File: src/sv/loa_pkg.sv
// shared constants, codes and types of the lane occupancy averager
`timescale 1ns / 1ps

package loa_pkg;

   // lane table
   localparam int LANE_SLOTS    = 8;
   localparam int LANES_DEFAULT = 8;
   localparam int CSR_IDX_W     = $clog2(LANE_SLOTS);

   // field widths
   localparam int DEV_W   = 16;
   localparam int CNT_W   = 16;
   localparam int TICK_W  = 32;
   localparam int VISIT_W = 16;
   localparam int AVG_W   = 31;
   localparam int OP_W    = 2;

   // serial bit counter covers one full tick word
   localparam int BIT_CNT_W = $clog2(TICK_W);

   // read saturation limits
   localparam logic [TICK_W-1:0] NARROW_LIMIT = 32'd65535;
   localparam logic [TICK_W-1:0] WIDE_LIMIT   = 32'd2147483647;

   // operation codes
   localparam logic [OP_W-1:0] OP_ENTER = 2'd0;
   localparam logic [OP_W-1:0] OP_LEAVE = 2'd1;
   localparam logic [OP_W-1:0] OP_TICK  = 2'd2;
   localparam logic [OP_W-1:0] OP_READ  = 2'd3;

   // sequencer states
   typedef enum logic [1:0] {
      ST_IDLE,
      ST_SCAN,
      ST_DIV,
      ST_DONE
   } seq_state_type;

endpackage

File: src/sv/lane_occupancy_averager_unit.sv
// lane occupancy averager: lane table, bit-serial update pass and serial divider
`timescale 1ns / 1ps

// Keeps per-lane occupancy statistics for up to LANES lanes, each bound to a sensor id
// written through the csr port. A car-enter beat completes in the idle state. In a car-leave
// or tick beat the dwell, total and visit registers of the selected lanes are shift registers
// that a 32-step pass walks one bit per cycle through a one-bit adder per lane (the visit
// word only in its low VISIT_W steps). A read beat latches the highest matching lane, clears
// the matching lanes, and runs a restoring divider that yields one quotient bit per cycle,
// then waits for the result register to be free, saturates the average and loads it.
// req_stall is high while a beat is being worked on; a new beat may enter while a
// finished result still waits on rsp_stall.
module lane_occupancy_averager_unit
   import loa_pkg::*;
#(
   parameter int LANES = LANES_DEFAULT
) (
   input  logic                 clock,
   input  logic                 reset,
   // request channel
   input  logic                 req_valid,
   output logic                 req_stall,
   input  logic [OP_W-1:0]      req_op,
   input  logic [DEV_W-1:0]     req_device_id,
   input  logic [CNT_W-1:0]     req_car_count,
   input  logic                 req_wide_read,
   // response channel
   output logic                 rsp_valid,
   input  logic                 rsp_stall,
   output logic [AVG_W-1:0]     rsp_average_time,
   // configuration channel
   input  logic                 csr_valid,
   output logic                 csr_ready,
   input  logic [CSR_IDX_W-1:0] csr_index,
   input  logic [DEV_W-1:0]     csr_wdata
);

   // sequencer
   seq_state_type          state_ff, state_in;
   logic [BIT_CNT_W-1:0]   bit_cnt_ff, bit_cnt_in;

   // lane ids
   logic [DEV_W-1:0]       lane_id_ff [LANE_SLOTS];

   // lane statistics
   logic [LANES-1:0]       present_ff, present_in;
   logic [CNT_W-1:0]       entry_ff [LANES];
   logic [CNT_W-1:0]       entry_in [LANES];
   logic [TICK_W-1:0]      dwell_ff [LANES];
   logic [TICK_W-1:0]      dwell_in [LANES];
   logic [TICK_W-1:0]      total_ff [LANES];
   logic [TICK_W-1:0]      total_in [LANES];
   logic [VISIT_W-1:0]     visits_ff [LANES];
   logic [VISIT_W-1:0]     visits_in [LANES];

   // per-lane controls of the serial pass
   logic [LANES-1:0]       add_ff, add_in;
   logic [LANES-1:0]       inc_ff, inc_in;
   logic [LANES-1:0]       clr_ff, clr_in;
   logic [LANES-1:0]       carry_ff, carry_in;
   logic [LANES-1:0]       vcarry_ff, vcarry_in;

   // divider
   logic [TICK_W-1:0]      quo_ff, quo_in;
   logic [VISIT_W-1:0]     rem_ff, rem_in;
   logic [VISIT_W-1:0]     divisor_ff, divisor_in;
   logic                   nonzero_ff, nonzero_in;
   logic                   wide_ff, wide_in;

   // result register
   logic                   rsp_valid_ff, rsp_valid_in;
   logic [AVG_W-1:0]       avg_ff, avg_in;

   // helpers
   logic [LANES-1:0]       match;
   logic                   accept;
   logic [TICK_W-1:0]      sel_total;
   logic [VISIT_W-1:0]     sel_visits;
   logic [VISIT_W:0]       trial;
   logic [VISIT_W:0]       diff;
   logic                   qbit;
   logic [TICK_W-1:0]      limit;
   logic [TICK_W-1:0]      avg_full;
   logic                   last_bit;
   logic                   out_free;

   assign req_stall        = (state_ff != ST_IDLE);
   assign accept           = req_valid && !req_stall;
   assign csr_ready        = 1'b1;
   assign rsp_valid        = rsp_valid_ff;
   assign rsp_average_time = avg_ff;
   assign last_bit         = (bit_cnt_ff == BIT_CNT_W'(TICK_W - 1));
   assign out_free         = !rsp_valid_ff || !rsp_stall;

   // lane match and read selection, highest matching lane wins
   always_comb begin
      sel_total  = '0;
      sel_visits = '0;
      for (int l = 0; l < LANES; l++) begin
         match[l] = (lane_id_ff[l] == req_device_id);
         if (match[l]) begin
            sel_total  = total_ff[l];
            sel_visits = visits_ff[l];
         end
      end
   end

   // divider step and saturation
   always_comb begin
      trial    = {rem_ff, quo_ff[TICK_W-1]};
      diff     = trial - {1'b0, divisor_ff};
      qbit     = (trial >= {1'b0, divisor_ff});
      limit    = wide_ff ? WIDE_LIMIT : NARROW_LIMIT;
      avg_full = '0;
      if (nonzero_ff) begin
         avg_full = (quo_ff >= limit) ? limit : quo_ff;
      end
   end

   // sequencer and datapath next state
   always_comb begin
      state_in     = state_ff;
      bit_cnt_in   = bit_cnt_ff;
      present_in   = present_ff;
      entry_in     = entry_ff;
      dwell_in     = dwell_ff;
      total_in     = total_ff;
      visits_in    = visits_ff;
      add_in       = add_ff;
      inc_in       = inc_ff;
      clr_in       = clr_ff;
      carry_in     = carry_ff;
      vcarry_in    = vcarry_ff;
      quo_in       = quo_ff;
      rem_in       = rem_ff;
      divisor_in   = divisor_ff;
      nonzero_in   = nonzero_ff;
      wide_in      = wide_ff;
      avg_in       = avg_ff;
      rsp_valid_in = rsp_valid_ff;

      // result beat taken
      if (rsp_valid_ff && !rsp_stall) begin
         rsp_valid_in = 1'b0;
      end

      unique case (state_ff)
         ST_IDLE: begin
            if (accept) begin
               unique case (req_op)
                  OP_ENTER: begin
                     for (int l = 0; l < LANES; l++) begin
                        if (match[l]) begin
                           entry_in[l]   = req_car_count;
                           present_in[l] = 1'b1;
                           dwell_in[l]   = '0;
                        end
                     end
                  end
                  OP_LEAVE: begin
                     for (int l = 0; l < LANES; l++) begin
                        add_in[l]    = match[l] && (|dwell_ff[l])
                                       && (req_car_count == entry_ff[l]);
                        clr_in[l]    = match[l];
                        inc_in[l]    = 1'b0;
                        carry_in[l]  = 1'b0;
                        vcarry_in[l] = 1'b1;
                        if (match[l]) begin
                           present_in[l] = 1'b0;
                        end
                     end
                     bit_cnt_in = '0;
                     state_in   = ST_SCAN;
                  end
                  OP_TICK: begin
                     for (int l = 0; l < LANES; l++) begin
                        add_in[l]    = 1'b0;
                        clr_in[l]    = 1'b0;
                        inc_in[l]    = present_ff[l] && !(&dwell_ff[l]);
                        carry_in[l]  = 1'b1;
                        vcarry_in[l] = 1'b0;
                     end
                     bit_cnt_in = '0;
                     state_in   = ST_SCAN;
                  end
                  OP_READ: begin
                     quo_in     = sel_total;
                     divisor_in = sel_visits;
                     nonzero_in = |sel_visits;
                     wide_in    = req_wide_read;
                     rem_in     = '0;
                     for (int l = 0; l < LANES; l++) begin
                        if (match[l]) begin
                           total_in[l]  = '0;
                           visits_in[l] = '0;
                        end
                     end
                     bit_cnt_in = '0;
                     state_in   = ST_DIV;
                  end
                  default: begin
                     state_in = ST_IDLE;
                  end
               endcase
            end
         end

         // one bit of each selected lane's dwell, total and visit words per cycle
         ST_SCAN: begin
            for (int l = 0; l < LANES; l++) begin
               if (add_ff[l]) begin
                  total_in[l] = {total_ff[l][0] ^ dwell_ff[l][0] ^ carry_ff[l],
                                 total_ff[l][TICK_W-1:1]};
                  carry_in[l] = (total_ff[l][0] & dwell_ff[l][0])
                              | (total_ff[l][0] & carry_ff[l])
                              | (dwell_ff[l][0] & carry_ff[l]);
                  if (bit_cnt_ff < BIT_CNT_W'(VISIT_W)) begin
                     visits_in[l] = {visits_ff[l][0] ^ vcarry_ff[l],
                                     visits_ff[l][VISIT_W-1:1]};
                     vcarry_in[l] = visits_ff[l][0] & vcarry_ff[l];
                  end
               end
               if (inc_ff[l]) begin
                  dwell_in[l] = {dwell_ff[l][0] ^ carry_ff[l], dwell_ff[l][TICK_W-1:1]};
                  carry_in[l] = dwell_ff[l][0] & carry_ff[l];
               end else if (clr_ff[l]) begin
                  dwell_in[l] = {1'b0, dwell_ff[l][TICK_W-1:1]};
               end
            end
            bit_cnt_in = bit_cnt_ff + 1'b1;
            if (last_bit) begin
               state_in = ST_IDLE;
            end
         end

         // restoring division, one quotient bit per cycle
         ST_DIV: begin
            rem_in     = qbit ? diff[VISIT_W-1:0] : trial[VISIT_W-1:0];
            quo_in     = {quo_ff[TICK_W-2:0], qbit};
            bit_cnt_in = bit_cnt_ff + 1'b1;
            if (last_bit) begin
               state_in = ST_DONE;
            end
         end

         // hand the average to the result register
         ST_DONE: begin
            if (out_free) begin
               avg_in       = avg_full[AVG_W-1:0];
               rsp_valid_in = 1'b1;
               state_in     = ST_IDLE;
            end
         end

         default: begin
            state_in = ST_IDLE;
         end
      endcase
   end

   // control and lane state
   always_ff @(posedge clock) begin
      if (reset) begin
         state_ff     <= ST_IDLE;
         bit_cnt_ff   <= '0;
         rsp_valid_ff <= 1'b0;
         present_ff   <= '0;
         add_ff       <= '0;
         inc_ff       <= '0;
         clr_ff       <= '0;
         carry_ff     <= '0;
         vcarry_ff    <= '0;
         for (int l = 0; l < LANE_SLOTS; l++) begin
            lane_id_ff[l] <= '0;
         end
         for (int l = 0; l < LANES; l++) begin
            entry_ff[l]  <= '0;
            dwell_ff[l]  <= '0;
            total_ff[l]  <= '0;
            visits_ff[l] <= '0;
         end
      end else begin
         state_ff     <= state_in;
         bit_cnt_ff   <= bit_cnt_in;
         rsp_valid_ff <= rsp_valid_in;
         present_ff   <= present_in;
         add_ff       <= add_in;
         inc_ff       <= inc_in;
         clr_ff       <= clr_in;
         carry_ff     <= carry_in;
         vcarry_ff    <= vcarry_in;
         entry_ff     <= entry_in;
         dwell_ff     <= dwell_in;
         total_ff     <= total_in;
         visits_ff    <= visits_in;
         if (csr_valid && csr_ready) begin
            lane_id_ff[csr_index] <= csr_wdata;
         end
      end
   end

   // divider and result payload
   always_ff @(posedge clock) begin
      quo_ff     <= quo_in;
      rem_ff     <= rem_in;
      divisor_ff <= divisor_in;
      nonzero_ff <= nonzero_in;
      wide_ff    <= wide_in;
      avg_ff     <= avg_in;
   end

endmodule
File: config.mk
export PLATFORM = sky130hd
export DESIGN_NAME = lane_occupancy_averager_unit
export DESIGN_NICKNAME = d
export VERILOG_FILES = /design/src/sv/loa_pkg.sv /design/src/sv/lane_occupancy_averager_unit.sv
export SDC_FILE = /design/constraint.sdc
export NUM_CORES = 2
export LEC_CHECK = 0
export ABC_AREA = 0
export ABC_CLOCK_PERIOD_IN_PS = 9500
export BUFFER_PORTS_ARGS = -buffer_cell sky130_fd_sc_hd__buf_4
export CORE_UTILIZATION = 40
export CTS_BUF_LIST = sky130_fd_sc_hd__clkbuf_4 sky130_fd_sc_hd__clkbuf_8
export DETAILED_ROUTE_END_ITERATION = 8
export PLACE_DENSITY_LB_ADDON = 0.05
export SETUP_SLACK_MARGIN = 0.4
export SLEW_MARGIN = 15
export SYNTH_ARGS = -nofsm -noshare
export SYNTH_HDL_FRONTEND = slang
export SYNTH_SLANG_ARGS = --single-unit
File: constraint.sdc
create_clock -name clock -period 9.5 [get_ports clock]
set_input_delay 0.475 -clock clock [delete_from_list [all_inputs] [get_ports clock]]
set_output_delay 0.475 -clock clock [all_outputs]
set_load 0.005 [all_outputs]
==> results.env <==
STATUS='finished clean'
CHIPHEIGHT_UM=345
DRT.ANTENNA.VIOLATING_NETS=0
FINAL_CELL_COUNT_NO_FILL=7114
WORSTSKEWPAIRLATENCY_NS=0.86
LEFTOVER_OVERFLOW_AT_THE_END_OF_GLOBAL_ROUTING=0
FIRST_GLOBAL_VIAS=37500
GP_CONGESTION=0.820
CTS.CLK_SLEW.WORST_PATHS_NS=0.06
GRT_MAX_DEGREE=175
CRIT_TOP_CELL='nand2_1'
TRACK_USAGE_PCT=23.2
PLACEDCELLCOUNT=6748
WORST_CASE_CLOCK_BUFFER_DEPTH=3
CRIT_PATH_START_KIND='flip-flop'
PERIOD_NEEDED_NS=4.23
CP_SLOWEST_STAGE_DELAY_NS=0.88
POST-SYNTH-TOP-AREA-FRACTION_PCT=35.1
FINISH.NET_COUNT=5575
CTS_INSERTED_BUFFERS=188
GRT_FIRST_PASS_WIRELENGTH_UM=219000
TRITONCTS='yes'
AVGVIACOUNTPERCELL=5.53
DRT_FIRST_ITER_VIOLATIONS=3189
CP_DATA_REQUIRED_TIME_NS=10.19
END_OF_THE_WORST_REGISTER_TO_REGISTER_PATH='visits_ff[102]$_SDFFE_PP0P_'
POST-ROUTE-PERIOD-UTIL_PCT=44.6
DIE_WIDTH_UM=345
CRITPATHCAPTURE='visits_ff[102]$_SDFFE_PP0P_'
WORST_PATH_MAX_FANOUT=49
SYNTH-SEQ-AREA-SHARE_PCT=49.5
ROW_COUNT=125
LEAKAGE_nW=17.3
WORSTSETUPPATHDEPTH=11
ANTENNA_FOUND_INITIAL=2
FIRST_PASS_ITERS=7
FINAL-HOLD-VIOLATION-COUNT=0
DR_TOTAL_VIAS=39400
SYNTH_ENABLE_FLOP_CELLS=225
WORST_EP_ARRIVAL_TIME_NS=4.92
REPORT.FINAL.SETUP_VIOL=0
TOTALWIRELENGTH_UM=141000
SYNTH_LARGEST_AREA_CELL='dfxtp_1'
FLOORPLAN.IO_PINS=93
SKEW_NS=0.0459
WORSTMARGINPINSLEW_NS=1.15
LAYOUT-AREA-OVERHEAD-VS-SYNTH_PCT=12.5
AREA_OF_THE_CORE_SQ_UM=116000
POST_SYN_AREA_SQ_UM=47000
START_UTIL_PCT=40.4
RELSLEWSLACK_PCT=23.1
CPMAXSTAGEDELAYCELL='nor4_4'
YOSYS.CELL_TYPES.COUNT=64
DIE-AREA_SQ_UM=119000
TIMING.REG2REG.SETUP_SLACK_NS=5.27
CRIT_START='lane_id_ff[1][13]$_SDFFCE_PN0P_'
YS.WARNINGS.COUNT=0
CRIT_BUF_INV=2
PLACE.PORT_BUFFERS=91
TNS_NS=0
TOP_REG_CELL_SYNTH='dfxtp_1'
POSTCTSSETUPBUFFERS=0
CTSHOLDBUFFERS=34
REPORT.FINAL.SLEW_VIOL_COUNT=0
TIMING.HOLD.WORST.CLASS='primary input to flip-flop'
HPWLAFTERDP_UM=86100
POST_SYNTH_INST_COUNT=5504
SYNTH-SEQ-CELLS=1049
MAX-CAP-VIOLATIONS=0
CP_CELL_SEQUENCE='xnor2_1 -> nand4_1 -> nor4_4 -> buf_4 -> nand3_1 -> nand2_1 -> and3_1 -> buf_4 -> nand2_1 -> nand2_1 -> a21oi_1'
CTS.SINKS=1049
POWER-PER-CELL-AREA_nW_PER_UM2=215
CLOCK-ROOT-BUFFER='clkbuf_8'
ASYNCSETRESETFLOPFRACSYNTH_PCT=0
SYN_NETS=5631
FILLER_CELL_COUNT=11600
POST_ROUTE_CELLS_DRIVE_ABOVE_1_SHARE_PCT=10.1
DETAIL_ROUTE.DRC_VIOLATIONS=0
SYNTH.TOP_CELLS.BY_AREA='dfxtp_1 35%, edfxtp_1 14%, a21oi_1 9.3%, nand2_1 7.7%, nand3_1 6.9%'
HTREE_NUM_LEVELS=4
REG2REG_FROM='lane_id_ff[1][13]$_SDFFCE_PN0P_'
WL_PER_CELL_UM=19.8
WORSTREGTOREGCELLS=11
SYNTHESIS.AREA_PER_INSTANCE_SQ_UM=8.54
FMAXACHIEVABLE_MHz=236
IR_DROP_V=0.000172
CTS_RESIZED=0
TIMING_WORST_SETUP_PATH_TYPE='flip-flop to flip-flop'
RSZ_0062_RAISED_AFTER_GLOBAL_ROUTING='false'
CRITICAL_PATH.TOP_DELAY_FAMILY='simple AND/OR/NAND/NOR gates'
END_KIND='flip-flop'
-- worst min-delay path by stage --
stage | startpoint | to | cells after the start
floorplan | total_ff[0]$_SDFFE_PP0P_ | total_ff[0]$_SDFFE_PP0P_ | 2
global placement | total_ff[0]$_SDFFE_PP0P_ | total_ff[0]$_SDFFE_PP0P_ | 2
detailed placement | total_ff[96]$_SDFFE_PP0P_ | total_ff[96]$_SDFFE_PP0P_ | 2
CTS | csr_index[2] | lane_id_ff[1][1]$_SDFFCE_PN0P_ | 3
global route | csr_index[1] | lane_id_ff[1][15]$_SDFFCE_PN0P_ | 3
finish | csr_index[2] | lane_id_ff[1][1]$_SDFFCE_PN0P_ | 3
-- cell type report --
| cell class | count | area (sq um) | share of cell area, % |
|---|---|---|---|
| Antenna cell | 1 | 2.50 | 0.00473 |
| Clock buffer | 298 | 3740 | 7.07 |
| Clock inverter | 33 | 201 | 0.381 |
| Inverter | 61 | 229 | 0.433 |
| Multi-Input combinational cell | 3935 | 21800 | 41.3 |
| Sequential cell | 1049 | 23300 | 44.0 |
| Tap cell | 1524 | 1910 | 3.61 |
| Timing Repair Buffer | 213 | 1700 | 3.22 |
-- worst reg2reg max path: stages, from the launching register on --
cell      delay (ns)
edfxtp_1        0.43
xnor2_1         0.27
nand4_1         0.20
nor4_4          0.88
buf_4           0.66
nand3_1         0.20
nand2_1         0.11
and3_1          0.16
buf_4           0.35
nand2_1         0.51
nand2_1         0.22
a21oi_1         0.08
-- power by group --
group | leakage [nW] | internal, mW | switching (mW)
Clock | 2.11 | 2.51 | 1.93
Combinational | 6.45 | 0.427 | 1.77
Sequential | 8.76 | 4.67 | 0.0704
-- synth_stat cells (4+ instances only) --
| library cell | count |
|---|---|
| a211oi_1 | 84 |
| a21o_1 | 11 |
| a21oi_1 | 869 |
| a221oi_1 | 14 |
| a22oi_1 | 32 |
| a31o_2 | 16 |
| and2_1 | 131 |
| and3_1 | 45 |
| buf_1 | 31 |
| buf_2 | 36 |
| buf_4 | 6 |
| clkbuf_1 | 385 |
| dfxtp_1 | 824 |
| edfxtp_1 | 225 |
| fa_1 | 9 |
| ha_1 | 59 |
| inv_1 | 59 |
| mux2i_1 | 44 |
| nand2_1 | 967 |
| nand2b_1 | 29 |
| nand3_1 | 646 |
| nand3b_1 | 9 |
| nand4_1 | 163 |
| nor2_1 | 145 |
| nor2b_1 | 10 |
| nor3_1 | 24 |
| nor4_1 | 107 |
| o2111ai_1 | 4 |
| o21a_1 | 22 |
| o21ai_0 | 54 |
| o21ai_1 | 20 |
| o221ai_1 | 14 |
| o22a_1 | 8 |
| o22ai_1 | 40 |
| o31a_1 | 13 |
| o31ai_1 | 31 |
| or2_2 | 9 |
| xnor2_1 | 235 |
| xor2_1 | 35 |
-- sequential cells by signal (all words and copies together) (netlist names), 2 cells and up --
| register | count |
|---|---|
| state_ff | 2 |
| inc_ff | 8 |
| carry_ff | 8 |
| add_ff | 8 |
| total_ff | 256 |
| divisor_ff | 16 |
| rem_ff | 16 |
| present_ff | 8 |
| entry_ff | 128 |
| visits_ff | 128 |
| lane_id_ff | 128 |
| clr_ff | 8 |
| bit_cnt_ff | 5 |
| vcarry_ff | 8 |
| dwell_ff | 256 |
| quo_ff | 32 |
| rsp_average_time | 31 |
-- cells in the final DEF (no fill, tap or decap), types with 84 or more instances in the layout --
master,synthesis,routed
a211oi_1,84,84
nand4_1,163,163
a21oi_1,869,866
clkbuf_8,0,240
edfxtp_1,225,225
and2_1,131,131
nand3_1,646,646
buf_4,6,177
xnor2_1,235,235
nor2_1,145,144
dfxtp_1,824,824
nor4_1,107,106
nand2_1,967,966
-- metal layers --
layer,GRT usage [%],routed length [um],up-vias
met2,35.0,61700,840
met3,3.83,6750,185
met5,0,0,-
li1,-,-,19300
met1,34.0,69600,19000
met4,5.98,2500,0
-- metrics by stage --
| step | worst slack, ns | util [%] | total power [mW] | hold WS [ns] | area (sq um) |
|---|---|---|---|---|---|
| finish | 5.27 | 45.4 | 11.4 | 0.138 | 52900 |
| CTS | 5.11 | 45.4 | 11.5 | 0.0331 | 52900 |
| detailed placement | 4.84 | 41.7 | 7.02 | 0.451 | 48600 |
| global route | 5.01 | 45.4 | 11.9 | 0.0859 | 52900 |
| floorplan | 6.18 | - | 6.26 | 0.432 | 47000 |
| global placement | 4.73 | 41.7 | 7.03 | 0.445 | 48600 |
-- cell families (layout without fill, tap and decap cells) --
| kind of cell | after synthesis | in the layout | share of synthesized area [%] |
|---|---|---|---|
| compound gates | 1256 | 1256 | 15.2 |
| xor+xnor | 270 | 270 | 5.03 |
| fa+ha+maj | 68 | 68 | 1.95 |
| buf+inv | 520 | 605 | 4.31 |
| flops | 1049 | 1049 | 49.5 |
| mux | 45 | 45 | 0.961 |
| other cells | 1 | 2 | 0.00798 |
| simple gates | 2295 | 2295 | 23.0 |
No activity file was read; power rests on OpenSTA's default activity.
